**config.mk**
```make
export PLATFORM = sky130hd
export DESIGN_NAME = bch_31_21_parity_corrector_core_flat
export DESIGN_NICKNAME = d
export VERILOG_FILES = /design/src/rtl/bcpc_pkg.sv /design/src/rtl/bcpc_in_if.sv /design/src/rtl/bcpc_out_if.sv /design/src/rtl/bcpc_front.sv /design/src/rtl/bcpc_fifo.sv /design/src/rtl/bcpc_back.sv /design/src/rtl/bch_31_21_parity_corrector_core.sv /design/src/flat_wrapper.sv
export SDC_FILE = /design/constraint.sdc
export NUM_CORES = 1
export LEC_CHECK = 0
export BUFFER_PORTS_ARGS = -buffer_cell sky130_fd_sc_hd__buf_2
export CORE_ASPECT_RATIO = 0.8
export CORE_MARGIN = 2
export CORE_UTILIZATION = 40
export DETAILED_ROUTE_END_ITERATION = 10
export GPL_ROUTABILITY_DRIVEN = 0
export GPL_TIMING_DRIVEN = 0
export MAX_ROUTING_LAYER = met4
export PLACE_DENSITY = 0.57
export RECOVER_POWER = 50
export SLEW_MARGIN = 20
export SYNTH_ARGS = -nofsm -noshare
export SYNTH_HDL_FRONTEND = slang
export SYNTH_SLANG_ARGS = --single-unit
```
**constraint.sdc**
```tcl
create_clock -name clk_i -period 15.2 [get_ports clk_i]
set_clock_uncertainty 0.2 [all_clocks]
set_input_delay 0.76 -clock clk_i [delete_from_list [all_inputs] [get_ports clk_i]]
set_output_delay 0.76 -clock clk_i [all_outputs]
set_load 0.05 [all_outputs]
```
**src/rtl/bcpc_pkg.sv**
```systemverilog
// ----------------------------------------------------------------------------
// bcpc_pkg
// Types, constants and syndrome functions for the BCH(31,21)+parity corrector.
// ----------------------------------------------------------------------------
`default_nettype none

package bcpc_pkg;

  localparam int unsigned WordW     = 32;
  localparam int unsigned CodeN     = 31;
  localparam int unsigned CodeK     = 21;
  localparam int unsigned RemW      = CodeN - CodeK;   // 10-bit remainder
  localparam int unsigned SynW      = RemW + 1;        // plus parity flag
  localparam int unsigned IdxW      = $clog2(WordW);
  localparam int unsigned FifoDepth = 4;

  localparam logic [RemW:0] Gen = 11'h769;

  typedef logic [WordW-1:0] word_t;
  typedef logic [SynW-1:0]  syn_t;
  typedef logic [IdxW-1:0]  idx_t;
  typedef logic [WordW-1:0][SynW-1:0] syn_tab_t;

  localparam idx_t IdxLast = idx_t'(WordW - 1);

  typedef enum logic [1:0] {
    ClsClean  = 2'd0,
    ClsSingle = 2'd1,
    ClsSearch = 2'd2,
    ClsFail   = 2'd3
  } cls_e;

  typedef enum logic [1:0] {
    StNone = 2'd0,
    StOne  = 2'd1,
    StTwo  = 2'd2,
    StFail = 2'd3
  } status_e;

  typedef enum logic {
    BkIdle = 1'b0,
    BkScan = 1'b1
  } bk_state_e;

  typedef struct packed {
    word_t word;
    syn_t  syn;
    cls_e  cls;
    idx_t  pos;
  } entry_t;

  typedef struct packed {
    logic full;
    logic empty;
  } fifo_st_t;

  typedef struct packed {
    logic hit;
    idx_t idx;
  } match_t;

  // Syndrome of a single set bit at each position. Bit 0 is the parity bit
  // alone; bit p>0 is x^(p-1) mod g, and every position flips the parity.
  function automatic syn_tab_t f_bit_syn_tab();
    syn_tab_t        tab;
    logic [CodeN-1:0] rem;
    tab    = '0;
    tab[0] = syn_t'(1) << RemW;
    for (int p = 1; p < WordW; p++) begin
      rem = CodeN'(1) << (p - 1);
      for (int k = CodeN - 1; k >= RemW; k--) begin
        if (rem[k]) begin
          rem = rem ^ (CodeN'(Gen) << (k - RemW));
        end
      end
      tab[p] = {1'b1, rem[RemW-1:0]};
    end
    return tab;
  endfunction

  localparam syn_tab_t BitSyn = f_bit_syn_tab();

  // Linear: XOR of the per-bit syndromes.
  function automatic syn_t f_syndrome(word_t w);
    syn_t s;
    s = '0;
    for (int i = 0; i < WordW; i++) begin
      if (w[i]) begin
        s = s ^ BitSyn[i];
      end
    end
    return s;
  endfunction

  // Compare against all single-bit syndromes; they are all distinct.
  function automatic match_t f_match(syn_t t);
    match_t m;
    m.hit = 1'b0;
    m.idx = '0;
    for (int i = WordW - 1; i >= 0; i--) begin
      if (t == BitSyn[i]) begin
        m.hit = 1'b1;
        m.idx = idx_t'(i);
      end
    end
    return m;
  endfunction

endpackage

`default_nettype wire

```
**src/rtl/bcpc_in_if.sv**
```systemverilog
// ----------------------------------------------------------------------------
// bcpc_in_if
// Valid/ready channel carrying one received codeword item.
// ----------------------------------------------------------------------------
`default_nettype none

interface bcpc_in_if;
  logic        valid;
  logic        ready;
  logic [31:0] codeword;

  modport source (output valid, output codeword, input ready);
  modport sink   (input valid, input codeword, output ready);
endinterface

`default_nettype wire

```
**src/rtl/bcpc_out_if.sv**
```systemverilog
// ----------------------------------------------------------------------------
// bcpc_out_if
// Valid/ready channel carrying one corrected word and its status.
// ----------------------------------------------------------------------------
`default_nettype none

interface bcpc_out_if;
  logic        valid;
  logic        ready;
  logic [31:0] corrected_word;
  logic [1:0]  status;

  modport source (output valid, output corrected_word, output status, input ready);
  modport sink   (input valid, input corrected_word, input status, output ready);
endinterface

`default_nettype wire

```
**src/rtl/bcpc_front.sv**
```systemverilog
// ----------------------------------------------------------------------------
// bcpc_front
// Computes the syndrome and sorts each item: clean, single fix, pair search,
// or hopeless (odd parity with no single-bit match).
// ----------------------------------------------------------------------------
`default_nettype none

module bcpc_front (
  bcpc_in_if.sink              in_i,
  input  bcpc_pkg::fifo_st_t   q_st_i,
  output logic                 push_o,
  output bcpc_pkg::entry_t     entry_o
);
  import bcpc_pkg::*;

  syn_t   syn;
  match_t m;

  assign in_i.ready = !q_st_i.full;
  assign push_o     = in_i.valid && !q_st_i.full;

  always_comb begin
    syn           = f_syndrome(in_i.codeword);
    m             = f_match(syn);
    entry_o.word  = in_i.codeword;
    entry_o.syn   = syn;
    entry_o.pos   = m.idx;
    if (syn == '0) begin
      entry_o.cls = ClsClean;
    end else if (m.hit) begin
      entry_o.cls = ClsSingle;
    end else if (syn[SynW-1]) begin
      // odd weight but no single match: a pair cannot help either
      entry_o.cls = ClsFail;
    end else begin
      entry_o.cls = ClsSearch;
    end
  end

endmodule

`default_nettype wire

```
**src/rtl/bcpc_fifo.sv**
```systemverilog
// ----------------------------------------------------------------------------
// bcpc_fifo
// Small register queue between the classifier and the correction engine.
// ----------------------------------------------------------------------------
`default_nettype none

module bcpc_fifo #(
  parameter int unsigned Depth = bcpc_pkg::FifoDepth
) (
  input  logic               clk_i,
  input  logic               rst_ni,
  input  logic               push_i,
  input  bcpc_pkg::entry_t   wdata_i,
  input  logic               pop_i,
  output bcpc_pkg::entry_t   rdata_o,
  output bcpc_pkg::fifo_st_t q_st_o
);
  import bcpc_pkg::*;

  localparam int unsigned PtrW = (Depth > 1) ? $clog2(Depth) : 1;
  localparam int unsigned CntW = $clog2(Depth + 1);
  localparam logic [PtrW-1:0] PtrLast = PtrW'(Depth - 1);
  localparam logic [CntW-1:0] CntFull = CntW'(Depth);

  entry_t          mem_q [Depth];
  logic [PtrW-1:0] wptr_q, wptr_d, rptr_q, rptr_d;
  logic [CntW-1:0] cnt_q, cnt_d;
  logic            do_push, do_pop;

  assign q_st_o.full  = (cnt_q == CntFull);
  assign q_st_o.empty = (cnt_q == '0);
  assign do_push      = push_i && !q_st_o.full;
  assign do_pop       = pop_i && !q_st_o.empty;
  assign rdata_o      = mem_q[rptr_q];

  always_comb begin
    wptr_d = wptr_q;
    rptr_d = rptr_q;
    cnt_d  = cnt_q;
    if (do_push) begin
      wptr_d = (wptr_q == PtrLast) ? '0 : wptr_q + 1'b1;
    end
    if (do_pop) begin
      rptr_d = (rptr_q == PtrLast) ? '0 : rptr_q + 1'b1;
    end
    if (do_push && !do_pop) begin
      cnt_d = cnt_q + 1'b1;
    end else if (do_pop && !do_push) begin
      cnt_d = cnt_q - 1'b1;
    end
  end

  always_ff @(posedge clk_i or negedge rst_ni) begin
    if (!rst_ni) begin
      wptr_q <= '0;
      rptr_q <= '0;
      cnt_q  <= '0;
    end else begin
      wptr_q <= wptr_d;
      rptr_q <= rptr_d;
      cnt_q  <= cnt_d;
    end
  end

  always_ff @(posedge clk_i) begin
    if (do_push) begin
      mem_q[wptr_q] <= wdata_i;
    end
  end

endmodule

`default_nettype wire

```
**src/rtl/bcpc_back.sv**
```systemverilog
// ----------------------------------------------------------------------------
// bcpc_back
// Correction engine: applies single fixes at once, scans one first-bit
// position per cycle for pair errors, and holds the result register.
// ----------------------------------------------------------------------------
`default_nettype none

module bcpc_back (
  input  logic               clk_i,
  input  logic               rst_ni,
  input  bcpc_pkg::fifo_st_t q_st_i,
  input  bcpc_pkg::entry_t   entry_i,
  output logic               pop_o,
  bcpc_out_if.source         out_o
);
  import bcpc_pkg::*;

  bk_state_e state_q, state_d;
  logic      ov_q, ov_d;
  word_t     oword_q, oword_d;
  status_e   ostat_q, ostat_d;
  word_t     sword_q, sword_d;
  syn_t      ssyn_q, ssyn_d;
  idx_t      idx_q, idx_d;
  logic      out_free, emit;
  match_t    m;

  assign out_o.valid          = ov_q;
  assign out_o.corrected_word = oword_q;
  assign out_o.status         = ostat_q;
  assign out_free             = !ov_q || out_o.ready;

  always_comb begin
    state_d = state_q;
    pop_o   = 1'b0;
    emit    = 1'b0;
    oword_d = oword_q;
    ostat_d = ostat_q;
    sword_d = sword_q;
    ssyn_d  = ssyn_q;
    idx_d   = idx_q;
    // residual after assuming the current position is one of the pair
    m       = f_match(ssyn_q ^ BitSyn[idx_q]);

    unique case (state_q)
      BkIdle: begin
        if (!q_st_i.empty) begin
          case (entry_i.cls) inside
            ClsSearch: begin
              pop_o   = 1'b1;
              sword_d = entry_i.word;
              ssyn_d  = entry_i.syn;
              idx_d   = '0;
              state_d = BkScan;
            end
            ClsClean, ClsSingle, ClsFail: begin
              if (out_free) begin
                pop_o = 1'b1;
                emit  = 1'b1;
                if (entry_i.cls == ClsSingle) begin
                  oword_d = entry_i.word ^ (word_t'(1) << entry_i.pos);
                  ostat_d = StOne;
                end else begin
                  oword_d = entry_i.word;
                  ostat_d = (entry_i.cls == ClsClean) ? StNone : StFail;
                end
              end
            end
            default: ;
          endcase
        end
      end
      BkScan: begin
        if (m.hit) begin
          if (out_free) begin
            emit    = 1'b1;
            oword_d = sword_q ^ (word_t'(1) << idx_q) ^ (word_t'(1) << m.idx);
            ostat_d = StTwo;
            state_d = BkIdle;
          end
        end else if (idx_q == IdxLast) begin
          if (out_free) begin
            emit    = 1'b1;
            oword_d = sword_q;
            ostat_d = StFail;
            state_d = BkIdle;
          end
        end else begin
          idx_d = idx_q + 1'b1;
        end
      end
      default: state_d = BkIdle;
    endcase

    ov_d = out_free ? emit : ov_q;
  end

  always_ff @(posedge clk_i or negedge rst_ni) begin
    if (!rst_ni) begin
      state_q <= BkIdle;
      ov_q    <= 1'b0;
    end else begin
      state_q <= state_d;
      ov_q    <= ov_d;
    end
  end

  always_ff @(posedge clk_i) begin
    oword_q <= oword_d;
    ostat_q <= ostat_d;
    sword_q <= sword_d;
    ssyn_q  <= ssyn_d;
    idx_q   <= idx_d;
  end

endmodule

`default_nettype wire

```
**src/rtl/bch_31_21_parity_corrector_core.sv**
```systemverilog
// ----------------------------------------------------------------------------
// bch_31_21_parity_corrector_core
// Path: clean, single-error and odd-weight uncorrectable items go from the queue
//   straight to the output register; pair-search items first pass the scan.
// Throughput: one item per cycle while the output is taken, except pair search,
//   which holds the engine (a dispatch step, then one first-bit position per cycle).
// Reset: async active low; clears queue pointers, engine state, output valid.
// ----------------------------------------------------------------------------
`default_nettype none

// Structure
//   bcpc_front : syndrome (XOR of per-bit syndromes) plus 32 parallel compares
//                against the single-bit syndrome table; sorts the item.
//   bcpc_fifo  : short queue so input acceptance and correction stall apart.
//   bcpc_back  : applies the fix. For even-weight nonzero syndromes it walks
//                the first flip position i = 0..31, and checks S ^ s(i)
//                against the table; the code distance (6 with parity) makes
//                any match unique. No match after 32 steps -> uncorrectable.
//   Result sits in an output register; the engine can scan a pair-search item
//   while it waits to be taken, but other items wait until the output is free.

module bch_31_21_parity_corrector_core #(
  parameter int unsigned QDepth = bcpc_pkg::FifoDepth
) (
  input  logic        clk_i,
  input  logic        rst_ni,
  bcpc_in_if.sink     in_i,
  bcpc_out_if.source  out_o
);
  import bcpc_pkg::*;

  fifo_st_t q_st;
  logic     push, pop;
  entry_t   wentry, rentry;

  bcpc_front u_front (
    .in_i    (in_i),
    .q_st_i  (q_st),
    .push_o  (push),
    .entry_o (wentry)
  );

  bcpc_fifo #(
    .Depth (QDepth)
  ) u_fifo (
    .clk_i   (clk_i),
    .rst_ni  (rst_ni),
    .push_i  (push),
    .wdata_i (wentry),
    .pop_i   (pop),
    .rdata_o (rentry),
    .q_st_o  (q_st)
  );

  bcpc_back u_back (
    .clk_i   (clk_i),
    .rst_ni  (rst_ni),
    .q_st_i  (q_st),
    .entry_i (rentry),
    .pop_o   (pop),
    .out_o   (out_o)
  );

  // Any word reported as clean or fixed must really be a codeword.
  a_fixed_is_codeword: assert property (@(posedge clk_i) disable iff (!rst_ni)
    out_o.valid && (out_o.status != StFail) |->
      f_syndrome(out_o.corrected_word) == '0)
    else $error("corrected word has nonzero syndrome");

  // An accepted item must be sitting in the queue on the next cycle.
  a_accept_lands: assert property (@(posedge clk_i) disable iff (!rst_ni)
    in_i.valid && in_i.ready |=> !q_st.empty)
    else $error("accepted item did not reach the queue");

endmodule

`default_nettype wire
```
**src/flat_wrapper.sv**
```systemverilog
// flat-port wrapper written by rule: the top's interface ports become plain ports
module bch_31_21_parity_corrector_core_flat import bcpc_pkg::*;
#(
  parameter int unsigned QDepth = bcpc_pkg::FifoDepth
)
  (clk_i, rst_ni, in_i_valid, in_i_codeword, in_i_ready, out_o_valid, out_o_corrected_word, out_o_status, out_o_ready);
  bcpc_in_if in_i_i ();
  bcpc_out_if out_o_i ();
  input  logic clk_i;
  input  logic rst_ni;
  input wire logic [$bits(in_i_i.valid)-1:0] in_i_valid;
  input wire logic [$bits(in_i_i.codeword)-1:0] in_i_codeword;
  output wire logic [$bits(in_i_i.ready)-1:0] in_i_ready;
  output wire logic [$bits(out_o_i.valid)-1:0] out_o_valid;
  output wire logic [$bits(out_o_i.corrected_word)-1:0] out_o_corrected_word;
  output wire logic [$bits(out_o_i.status)-1:0] out_o_status;
  input wire logic [$bits(out_o_i.ready)-1:0] out_o_ready;
  assign in_i_i.valid = in_i_valid;
  assign in_i_i.codeword = in_i_codeword;
  assign in_i_ready = in_i_i.ready;
  assign out_o_valid = out_o_i.valid;
  assign out_o_corrected_word = out_o_i.corrected_word;
  assign out_o_status = out_o_i.status;
  assign out_o_i.ready = out_o_ready;
  bch_31_21_parity_corrector_core #(.QDepth(QDepth)) u_core (.clk_i(clk_i), .rst_ni(rst_ni), .in_i(in_i_i), .out_o(out_o_i));
endmodule
```
==> results.md, run 1 <==
* DRT antenna net count at 0
* Seq/Total Area, Yosys at 0.580
* Most common cell in the netlist: edfxtp_1
* Initial antenna violation count at 1
* Crit path max fanout at 11
* Area occupied by multi-input gates at 6230 µm²
* Wirelength, routed at 39,700 µm
* Post-Syn Area at around 15,000 µm²
* Fraction of layout cells with a size suffix above 1 at 0.144
* DRC errors left at 0
* RSZ-0062 raised after global routing: false
* First-pass DRT Iterations at 6
* Period utilization at 0.322
* TritonCTS Buffers at 30
* Leading post-synthesis cells by cell area: edfxtp_1, mux4_2, xnor2_1
* Cell Rows at between 60 and 70
* Buffers on Ports at 71
* DR WL/cell at 22.7 µm
* CTS Root Cell: clkbuf_16
* Data arrival, critical path at 5.15 ns
* Iteration-0 DRC Markers at 1,191
* Area leader, netlist: edfxtp_1
* Critical Path End Type: flop
* FILL cells at 3,412
* Synthesized Nets at 1,175
* Failing checks: max-capacitance violations, max-slew violations
* Final setup viols at 0
* Commonest cells post-synth: edfxtp_1, xnor2_1, nand2_1
* Die Y at 179 µm
* Via count at around 9,800
* Rel. slew slack at -0.218
* Largest net degree at the start of global routing at 29
* Final Hold Fails at 0
* Setup TNS at 0 ns
* First-pass GRT wire length at 59,400 µm
* Commonest register cell after synthesis: edfxtp_1
* #FFs+latches synth at about 300
* Clk Latency, worst-skew pair at 0.58 ns
* Vias in the first global route at 9,304
* H-tree depth at 1
* Status: finished, violations left
* Avg Inst Size Synth at 13.7 µm²
* # nets final at 1,289
* Synth Instances at 1,118
* Top cell type's share of synthesized area at 0.552
* Yosys warns at 0
* Clock Sinks at 301
* Top-Level Pins at 72
* Layout area overhead at 13.8%
* Min-Delay Path Class: in -> reg
* Final Max Slew Viols at 109
* Post-synth EDFFs at 282
* Pwr dens at approximately 230 nW/µm²
* Worst-path clk slew at 0.06 ns
* Setup bufs post-CTS at 0
* Die area at 39,900 µm²
* CTS tree: yes
* Final HPWL DP at approximately 30,000 µm
* GR Util All Layers at 0.206
* Initial cell density of the core at 0.403
* Worst slew pin tran at roughly 1.8 ns
* Clock Path Buffers at 3
* Pleak at 5.82 nW
* Core ar. at approximately 38,000 µm²
* Crit start category: flop
* Min Tclk post-route at around 4.9 ns
* Max Clk Rate at 0.204 GHz
* Diode count at 0
* Peak ir drop on the vdd network at between 0.09 and 0.1 mV
* Overall power at between 0.003 and 0.004 W
* Global route overflow at 0
* Maximum capacitance violations at 4
* Area occupied by registers at 8890 µm²
* Die width at 223 µm
* Unique cell type count in the Yosys netlist at 72
* Post-synth ARST share at 0.0299
* Via density at 5.62
* WS Path Type: reg -> reg
* CP Data Required Time at 15.45 ns
cell type report:
| class | instances | area share |
|---|---|---|
| flip-flops and latches | 301 | 0.509 |
| plain buffers | 39 | 0.00939 |
| clock buffers | 37 | 0.0445 |
| multi-input cells | 757 | 0.357 |
| well taps | 495 | 0.0355 |
| repair buffers | 82 | 0.0241 |
| inverters | 21 | 0.00452 |
| clock inverters | 19 | 0.0153 |
logic make-up after synthesis:
logic type,synth area share
AO/OA/AOI/OAI,0.0675
multiplexers,0.0816
XOR/XNOR,0.124
adder cells (fa/ha/maj),0.0176
AND/OR/NAND/NOR,0.114
flip-flops,0.580
buffers and inverters,0.0159
flip-flops by register name (all words and copies together) (netlist names), 2 cells and up, named ones only:
| name | flops |
|---|---|
| u_core.u_back.idx_q | 5 |
| u_core.u_back.out_o.corrected_word | 32 |
| u_core.u_back.out_o.status | 2 |
| u_core.u_back.ssyn_q | 11 |
| u_core.u_back.sword_q | 32 |
| u_core.u_fifo.cnt_q | 3 |
| u_core.u_fifo.mem_q | 200 |
| u_core.u_fifo.rptr_q | 2 |
| u_core.u_fifo.wptr_q | 2 |
where the power goes:
group	total (W)	leakage [nW]	internal (W)	switching [W]
registers	0.00133	2.77	0.00124	0.0000962
clock network	0.000784	0.502	0.000466	0.000318
logic	0.00188	2.55	0.000642	0.00124
path summary, 6_finish.rpt:
path / from / end / slack, ns / depth (start not counted)
max in group asynchronous: rst_ni / u_core.u_fifo.cnt_q[0] / 13.73 / 2
max reg2reg: u_core.u_back.ssyn_q[9] / flop / 10.30 / 13
min in group asynchronous: rst_ni / u_core.u_fifo.rptr_q[1] / 0.58 / 2
min reg2reg: u_core.u_fifo.cnt_q[2] / u_core.u_fifo.cnt_q[2] / 0.31 / 1
max: u_core.u_back.ssyn_q[9] / flop / 10.30 / 13
min: in_i_codeword[16] / u_core.u_fifo.mem_q[1][34] / 0.30 / 1
placed cells by master (no fill, tap or decap), types with 26 or more instances in the layout:
cell type  netlist  routed
a21oi_1         33      33
a221o_1         30      30
buf_2            6      43
clkbuf_1        25      69
clkbuf_16        0      30
edfxtp_1       282     282
mux4_2          50      50
nand2_1         90      90
nand3_1         34      34
nand4_1         27      27
nor2_1          76      75
o21ai_0         26      26
xnor2_1        114     112
xor2_1          50      49
critical path, cell delays in order, from the launching register on:
cell	delay, ns
edfxtp_1	0.41
xnor2_1	0.16
nor3_1	0.85
nand3_1	0.14
nor4_1	0.58
or4_1	0.30
nor3_4	0.11
and3_1	0.22
a211oi_4	0.55
inv_1	0.22
ha_1	0.35
mux2_1	0.33
a221oi_1	0.24
a21oi_1	0.10
timing repair:
action	4_1_cts	5_1_grt
endpoints found under the hold margin	9	0
hold buffers	1	0
gates resized for setup	0	0
endpoints found under the setup margin	0	0
per-stage QoR:
| step | utilization | cells | cell area, µm² | hold WS (ns) | setup WS (ns) |
|---|---|---|---|---|---|
| finish | 0.459 | 1751 | 17500 | 0.296 | 10.30 |
| global route | 0.459 | 1751 | 17500 | 0.271 | 10.11 |
| CTS | 0.461 | 1751 | 17500 | 0.189 | 10.47 |
| detailed placement | 0.434 | 1694 | 16500 | 0.298 | 10.45 |
| global placement | 0.429 | 1684 | 16300 | 0.293 | 6.39 |
| floorplan | - | 1118 | 15300 | 0.264 | 8.74 |
routing by layer:
layer / routed length [µm] / GRT usage / share of wire / vias to the layer above
li1: - / - / - / 4485
met1: 18900 / 0.307 / 0.47 / 4842
met2: 16900 / 0.297 / 0.42 / 433
met3: 2980 / 0.0305 / 0.075 / 81
met4: 1010 / 0.0439 / 0.026 / 0
met5: 0 / - / 0 / -
(Power assumes the default switching activity.)
==> inputs of run 2 (changes only) <==
--- a/config.mk
+++ b/config.mk
@@ -13,7 +13,7 @@
 export GPL_ROUTABILITY_DRIVEN = 0
 export GPL_TIMING_DRIVEN = 0
 export MAX_ROUTING_LAYER = met4
-export PLACE_DENSITY = 0.57
+export PLACE_DENSITY = 0.59
 export RECOVER_POWER = 50
 export SLEW_MARGIN = 20
 export SYNTH_ARGS = -nofsm -noshare
==> constraint.sdc (replaced) <==
create_clock -name clk_i -period 4.45 [get_ports clk_i]
set_clock_uncertainty 0.2 [all_clocks]
set_input_delay 0.2225 -clock clk_i [delete_from_list [all_inputs] [get_ports clk_i]]
set_output_delay 0.2225 -clock clk_i [all_outputs]
set_load 0.05 [all_outputs]
==> run 2 against run 1 <==
The flow still finishes with violations (max-capacitance violations, max-slew violations). Critical path depth increased by 1. Final cell count increased by 2.5%. Register-to-register slack got worse by 10 ns. Global-route usage increased by 0.15 points. Sequential cell count unchanged. Sequential power increased to 3.5 times the previous value. Largest power group unchanged.
==> results.md, run 2 (same netlist as run 1, synthesis figures left out) <==
* DR WL/cell at ~22 µm
* Fraction of layout cells with a size suffix above 1 at 0.148
* Data arrival, critical path at 4.25 ns
* DP Cell Count at between 1,500 and 2,000
* Via density at 5.61
* TritonCTS Buffers at 34
* Cell Rows at 64
* Pleak at 6.07 nW
* Initial cell density of the core at 0.403
* Worst hold path depth at 3
* Most used routing layer: met1
* Clock Path Buffers at 3
* Dpl cell area at 16,500 µm²
* H-tree depth at 2
* Largest net degree at the start of global routing at 29
* Final Max Slew Viols at 83
* Post-route worst setup slack at between 0.15 and 0.2 ns
* WHS Endpoint: u_core.u_fifo.wptr_q[1]
* Die area at ~40,000 µm²
* Maximum capacitance violations at 3
* Global route overflow at 0
* Vias in the first global route at about 9,500
* Die width at about 220 µm
* GR Util All Layers at 0.207
* CP bufs+invs at 4
* CTS Root Cell: clkbuf_16
* Critical-path top delay cell: dlygate4sd3_1
* Peak ir drop on the vdd network at between 0.3 and 0.4 mV
* Area occupied by multi-input gates at between 6000 and 7000 µm²
* # nets final at 1,333
* Hold_ws at ~0.032 ns
* Crit-path leading delay family: XOR/XNOR gates
* Max Clk Rate at 0.234 GHz
* Rel. slew slack at -0.184
* Diode count at 0
* GR Util met2 at 0.297
* Met1 usage at 0.305
* Worst-path clk slew at about 0.06 ns
* FILL cells at ~3,300
* Buffers on Ports at 71
* Most frequent cells in the layout: edfxtp_1, xnor2_1, clkbuf_1, nand2_1, nor2_1
* Top-Level Pins at 72
* Largest register FFs at 200
* Worst slew pin tran at 1.78 ns
* Design Area, Final at 18,200 µm²
* Pwr dens at about 780 nW/µm²
* Layout Cells excl Fill at 1,795
* Leading cell type in the layout, fill and taps excluded: edfxtp_1
* Final Hold Fails at 0
* Setup slack, reg-to-reg at 0.24 ns
* R2r startpoint: u_core.u_back.ssyn_q[7]
* Critical Path End Type: flop
* Crit start category: input pin
* DRC errors left at 0
* Crit path cell chain: dlygate4sd3_1 > buf_2 > buf_4 > xnor3_1 > xnor2_1 > xor3_2 > xnor3_1 > nor2b_4 > and2_1 > buf_2 > nand4_1 > nand3_1 > a2111oi_0 > o2111ai_1
* Initial antenna violation count at 0
* DRT antenna net count at 0
* First-pass DRT Iterations at 6
* Failing checks: max-capacitance violations, max-slew violations
* Clk Latency, worst-skew pair at 0.52 ns
* CP Data Required Time at 4.42 ns
* Core ar. at 38,000 µm²
* Setup Slack @ Placement at -0.313 ns
* Worst reg-to-reg path cell count at 14
* Period utilization at 0.961
* Crit path max fanout at 7
* Layout area overhead at 19.0%
* Beginning of the worst hold path: in_i_valid
* Core Util, Final at 0.480
* Wirelength, routed at ~40,000 µm
* Die Y at 179 µm
* Area occupied by registers at 8890 µm²
* WS Path Type: in -> reg
* CTS tree: yes
* Min Tclk post-route at 4.28 ns
* Clock Sinks at 301
* Iteration-0 DRC Markers at 1,157
* Met3 Usage GRT at 0.0344
* Status: finished, violations left
* Min-Delay Path Class: in -> reg
* First-pass GRT wire length at 59,900 µm
* Final HPWL DP at ~29,000 µm
* Via count at approximately 10,000
* Register with the highest flop count: u_core.u_fifo.mem_q
* Final setup viols at 0
* Crit path largest cell delay at 0.57 ns
run 2: cell count changes in the layout (fill, tap and decap cells not counted), sizes merged:
cell / change
clkinvlp: -1
buf: -19
inv: +1
clkbuf: +29
dlygate4sd3: +34
run 2: cell type report:
class                   instances  area share
multi-input cells             757       0.357
plain buffers                  39     0.00912
repair buffers                122      0.0446
clock inverters                19      0.0136
well taps                     495      0.0339
flip-flops and latches        301       0.487
clock buffers                  41      0.0503
inverters                      21     0.00432
run 2: through the flow:
stage,setup TNS [ns],total power [W]
3_3_place_gp,-61.63,0.0108
2_1_floorplan,0,0.00904
6_report,0,0.0143
3_5_place_dp,-1.08,0.0109
5_1_grt,-0.0456,0.0151
4_1_cts,0,0.0140
run 2: layer usage:
layer  wire, µm  share of wire  up-vias
li1           -              -     4575
met1      18700           0.47     4956
met2      17300           0.43      444
met3       3110          0.077       90
met4       1020          0.025        0
met5          0              0        -
run 2: how the worst max path moves through the flow:
stage | slack, ns | cells past startpoint | from | end
2_1_floorplan | 0.07 | 12 | u_core.u_back.ssyn_q[9] | u_core.u_back.out_o.corrected_word[0]
3_3_place_gp | -1.59 | 12 | u_core.u_back.ssyn_q[9] | u_core.u_back.out_o.corrected_word[10]
3_5_place_dp | -0.31 | 13 | u_core.u_back.ssyn_q[9] | flop
4_1_cts | 0.02 | 14 | u_core.u_back.ssyn_q[1] | flop
5_1_grt | -0.03 | 14 | u_core.u_back.ssyn_q[3] | flop
6_report | 0.17 | 14 | in_i_codeword[16] | u_core.u_fifo.mem_q[0][0]
run 2: what timing repair did:
action                                 4_1_cts  5_1_grt
endpoints found under the hold margin      138        0
buffers inserted                             2        6
hold buffers                                35        0
resized for setup                            7       33
pin swaps                                    2        4
setup endpoints to repair                    7       37
run 2: where the power goes:
group          internal [W]  switching (W)
logic               0.00239        0.00434
registers           0.00423       0.000391
clock network       0.00182        0.00112
total               0.00844        0.00585
run 2: worst register-to-register path, delay by kind of cell (launching register included):
kind / cells / cell delay [ns]
DFF: 1 / 0.51
xor gates and xnor gates: 1 / 0.30
muxes: 1 / 0.33
adders and majority gates: 1 / 0.30
AOI/OAI and AO/OA: 3 / 0.55
and+or+nand+nor: 6 / 1.63
buffers and inverters: 2 / 0.28
